[src/rtl/hpr_pkg.sv]
`default_nettype none
// ---------------------------------------------------------------------------
// hpr_pkg
// Shared constants for the histogram percentile range block.
// ---------------------------------------------------------------------------
package hpr_pkg;

  localparam int DEF_MAX_BINS   = 65536;
  localparam int DEF_COUNT_BITS = 32;

  localparam int DATA_W  = 32;   // Q16.16 sample width
  localparam int FRAC_W  = 17;   // Q1.16 fraction register width
  localparam int SCALE_W = 48;   // unsigned Q16.32 bin scale
  localparam int DIV_N_W = 64;   // divider dividend width
  localparam int DIV_D_W = 32;   // divider divisor width
  localparam int CFG_IDX_W = 1;

  localparam logic [FRAC_W-1:0] ONE_Q16 = 17'd65536;

  // configuration register indexes
  localparam logic [CFG_IDX_W-1:0] REG_LOW_FRACTION  = 1'b0;
  localparam logic [CFG_IDX_W-1:0] REG_HIGH_FRACTION = 1'b1;

endpackage
`default_nettype wire

[src/rtl/hpr_div.sv]
`default_nettype none
// ---------------------------------------------------------------------------
// hpr_div
// Restoring unsigned divider, one quotient bit per cycle.
// ---------------------------------------------------------------------------
module hpr_div
  import hpr_pkg::*;
(
  input  wire logic               clk,
  input  wire logic               rst_n,
  input  wire logic               start,
  input  wire logic [DIV_N_W-1:0] dividend,
  input  wire logic [DIV_D_W-1:0] divisor,
  output logic                    done,
  output logic [DIV_N_W-1:0]      quotient
);

  localparam int CNT_W = $clog2(DIV_N_W + 1);

  logic               busy_r;
  logic [CNT_W-1:0]   cnt_r;
  logic [DIV_D_W-1:0] div_r;
  logic [DIV_D_W-1:0] rem_r;
  logic [DIV_N_W-1:0] quo_r;
  logic               done_r;
  logic [DIV_D_W:0]   rem_sh;
  logic               fits;

  // trial subtraction for one quotient bit
  assign rem_sh = {rem_r, quo_r[DIV_N_W-1]};
  assign fits   = rem_sh >= {1'b0, div_r};

  always_ff @(posedge clk) begin
    if (!rst_n) begin
      busy_r <= 1'b0;
      done_r <= 1'b0;
      cnt_r  <= '0;
    end else begin
      done_r <= 1'b0;
      if (start) begin
        busy_r <= 1'b1;
        cnt_r  <= '0;
        div_r  <= divisor;
        rem_r  <= '0;
        quo_r  <= dividend;
      end else if (busy_r) begin
        rem_r <= fits ? DIV_D_W'(rem_sh - {1'b0, div_r}) : rem_sh[DIV_D_W-1:0];
        quo_r <= {quo_r[DIV_N_W-2:0], fits};
        cnt_r <= cnt_r + 1'b1;
        if (cnt_r == CNT_W'(DIV_N_W - 1)) begin
          busy_r <= 1'b0;
          done_r <= 1'b1;
        end
      end
    end
  end

  assign done     = done_r;
  assign quotient = quo_r;

endmodule
`default_nettype wire
[config.mk]
export PLATFORM = sky130hd
export DESIGN_NAME = hpr_div
export DESIGN_NICKNAME = d
export VERILOG_FILES = /design/src/rtl/hpr_pkg.sv /design/src/rtl/hpr_div.sv
export SDC_FILE = /design/constraint.sdc
export NUM_CORES = 1
export LEC_CHECK = 0
export BUFFER_PORTS_ARGS = -buffer_cell sky130_fd_sc_hd__buf_4
export CORE_MARGIN = 8
export CORE_UTILIZATION = 40
export CTS_BUF_LIST = sky130_fd_sc_hd__clkbuf_4 sky130_fd_sc_hd__clkbuf_8
export CTS_CLUSTER_DIAMETER = 30
export CTS_CLUSTER_SIZE = 24
export DETAILED_ROUTE_END_ITERATION = 16
export SYNTH_ARGS = -nofsm -noshare
export SYNTH_HDL_FRONTEND = slang
export SYNTH_SLANG_ARGS = --single-unit
[constraint.sdc]
create_clock -name clk -period 9.5 [get_ports clk]
set_input_delay 2.375 -clock clk [delete_from_list [all_inputs] [get_ports clk]]
set_output_delay 2.375 -clock clk [all_outputs]
set_load 0.02 [all_outputs]
==> qor.yml <==
sta:
  min_period_ns: 4.146
  hold_viol_final: 0
  tightest_slew_ns: 1.144
  setup_viol: 0
  fin_crit_sh: 0.4364
  slew_violations: 0
  fin_setup_tns_ns: 0
  skew_ns: 0.01167
  hold_ws_ns: 0.5093
  clock.fmax_ghz: 0.2412
  slew_headroom: 0.2355
  rsz0062_at_grt: "false"
critical_path:
  worstSetupPathType: "in -> reg"
  startpoint_type: "primary input"
  crit_required_ns: 9.61
  endpoint_kind: "flip-flop"
  rrSetupSlack_ns: 5.65
  path_max_fanout: 58
  crit_arrival_ns: 4.26
synth:
  synth_cell_type_count: 56
  syn_inst: 597
  ys_ff_latch: 137
  yosysSeqAreaShare: 0.5482
  yosys.area.top_type_share: 0.5236
  synthFlopType: "edfxtp_1"
  synthTopCellsByArea: "edfxtp_1, mux2_2, ha_1"
  synth.yosys.warnings: 0
  synth_area_leader_cell: "edfxtp_1"
  synth_edf_count: 128
  synth_area_sq_mm: 0.007341
  yosysMostFrequentCell: "edfxtp_1"
  synth_commonest_cells: "edfxtp_1, mux2_2, nor2_1"
  synthesis.nets: 730
  async_flop_share: 0
  syn_area_per_cell_sq_um: 12.30
die:
  io_pins: 164
  die_h_microns: 151.5
  dieArea_sq_mm: 0.02294
  initial_core_util: 0.4087
  core_area_sq_mm: 0.01796
  die_x_microns: 151.5
  rows: 49
grt:
  grt_max_degree: 59
  grt_pass1_vias: 5615
  gr-total-overflow: 0
  grt_pass1_wl_mm: 29.97
  antenna_found_initial: 0
  grt_usage: 0.1685
detailed_routing:
  drc_errors: 0
  routedWlPerCell_microns: 18.56
  via_count: 5267
  vias_per_cell: 5.236
  wl_mm: 18.67
  first_iter_violations: 293
  ant_nets: 0
  firstDrtPassIters: 5
cts:
  cts_tree: "done"
  h-tree-depth: 4
  numCtsBuffers: 17
  insertion_delay_ns: 0.46
  cts_resized: 0
  cts.sinks: 137
  cts-root-buf: "clkbuf_8"
  clock_path_buffers: 2
  ctsHoldBuffers: 0
  clkTransAtPathRegs_ns: 0.09
  post_cts_buffers: 0
layout:
  num-nets-final: 897
  seq_area_sq_mm: 0.004024
  fillCellCount: 1596
  multiInputGateArea_sq_mm: 0.003057
  post-route-util: 0.5085
  area_delta_synth_final_pct: 24.42
  antenna_cells: 0
  layout-drive-gt1-share: 0.3514
place:
  dpl.hpwl_mm: 13.74
  numPortBuffers: 163
  gp_congestion: 0.9019
run:
  cap_violations: 0
power:
  power_density_mw_per_mm2: 179.6
  leakagePower_nw: 3.728
  p_total_mw: 1.640
  ir_worst_vdd_uv: 103.1
outcome:
  status: "finished clean"
min_path:
  hold_path.class: "reg -> reg"
[path summary, 6_finish.rpt]
check / startpoint / to / cells after the start
worst max register to register: rem_r[23] / rem_r[28] / 9
worst min register to register: cnt_r[6] / cnt_r[6] / 2
worst max-delay path: start / div_r[9] / 5
worst min-delay path: cnt_r[6] / cnt_r[6] / 2
[where the power goes]
part	total [mW]	leakage [nW]	switching (mW)	internal, mW
clock network	0.454	0.180	0.264	0.190
registers	0.748	1.30	0.0251	0.723
logic	0.439	2.25	0.243	0.196
total	1.64	3.73	0.532	1.11
[state kept, by name, summed over array words and instances (netlist names)]
name / flops
div_r: 32
quotient: 64
busy_r: 1
cnt_r: 7
rem_r: 32
done: 1
[worst max-delay path, stage by stage]
cell and delay, ns:
buf_4 0.44, buf_4 0.66, nand2_1 0.15, inv_1 0.16, buf_4 0.41
[layout by cell type, fill, tap and decap left out, drive strengths merged, types with 8 or more instances in the layout]
cell / Yosys / routed
mux2: 64 / 64
o21a: 8 / 8
xnor2: 21 / 21
o21ai: 22 / 22
inv: 40 / 46
clkbuf: 10 / 17
dfxtp: 9 / 9
nand2: 32 / 32
xor2: 11 / 11
ha: 33 / 33
buf: 8 / 166
nand2b: 10 / 10
nor2: 45 / 45
a21oi: 33 / 33
mux2i: 12 / 12
a21o: 16 / 16
edfxtp: 128 / 128
a211oi: 15 / 15
[cell families (layout without fill, tap and decap cells)]
logic type	after synthesis	after routing	synth area share
compound gates	129	129	0.1173
xor+xnor	32	32	0.03818
fa+ha+maj	34	34	0.05897
buf+inv	58	238	0.03647
flops	137	137	0.5482
mux	76	76	0.1145
simple gates	131	131	0.08642
[area by class of cell]
type	count	share of cell area
well taps	229	0.03137
clock inverters	15	0.01493
inverters	40	0.01644
multi-input cells	402	0.3347
repair buffers	166	0.1364
clock buffers	17	0.02562
flip-flops and latches	137	0.4405
[stage by stage]
| step | worst slack [ns] | std cells | cell area (sq um) |
|---|---|---|---|
| 2_1_floorplan | 4.340 | 597 | 7341 |
| 3_3_place_gp | 4.904 | 974 | 8763 |
| 3_5_place_dp | 4.824 | 974 | 8763 |
| 4_1_cts | 5.325 | 1006 | 9134 |
| 5_1_grt | 5.154 | 1006 | 9134 |
| 6_report | 5.354 | 1006 | 9134 |
[per-layer routing]
layer	routed length, microns	share of wire	global-route usage
met4	277	0.015	0.05492
met2	8506	0.46	0.2611
met1	7692	0.41	0.1949
met5	0	0	0
met3	2194	0.12	0.09296
Note: power is estimated with default switching activity, not from simulation.
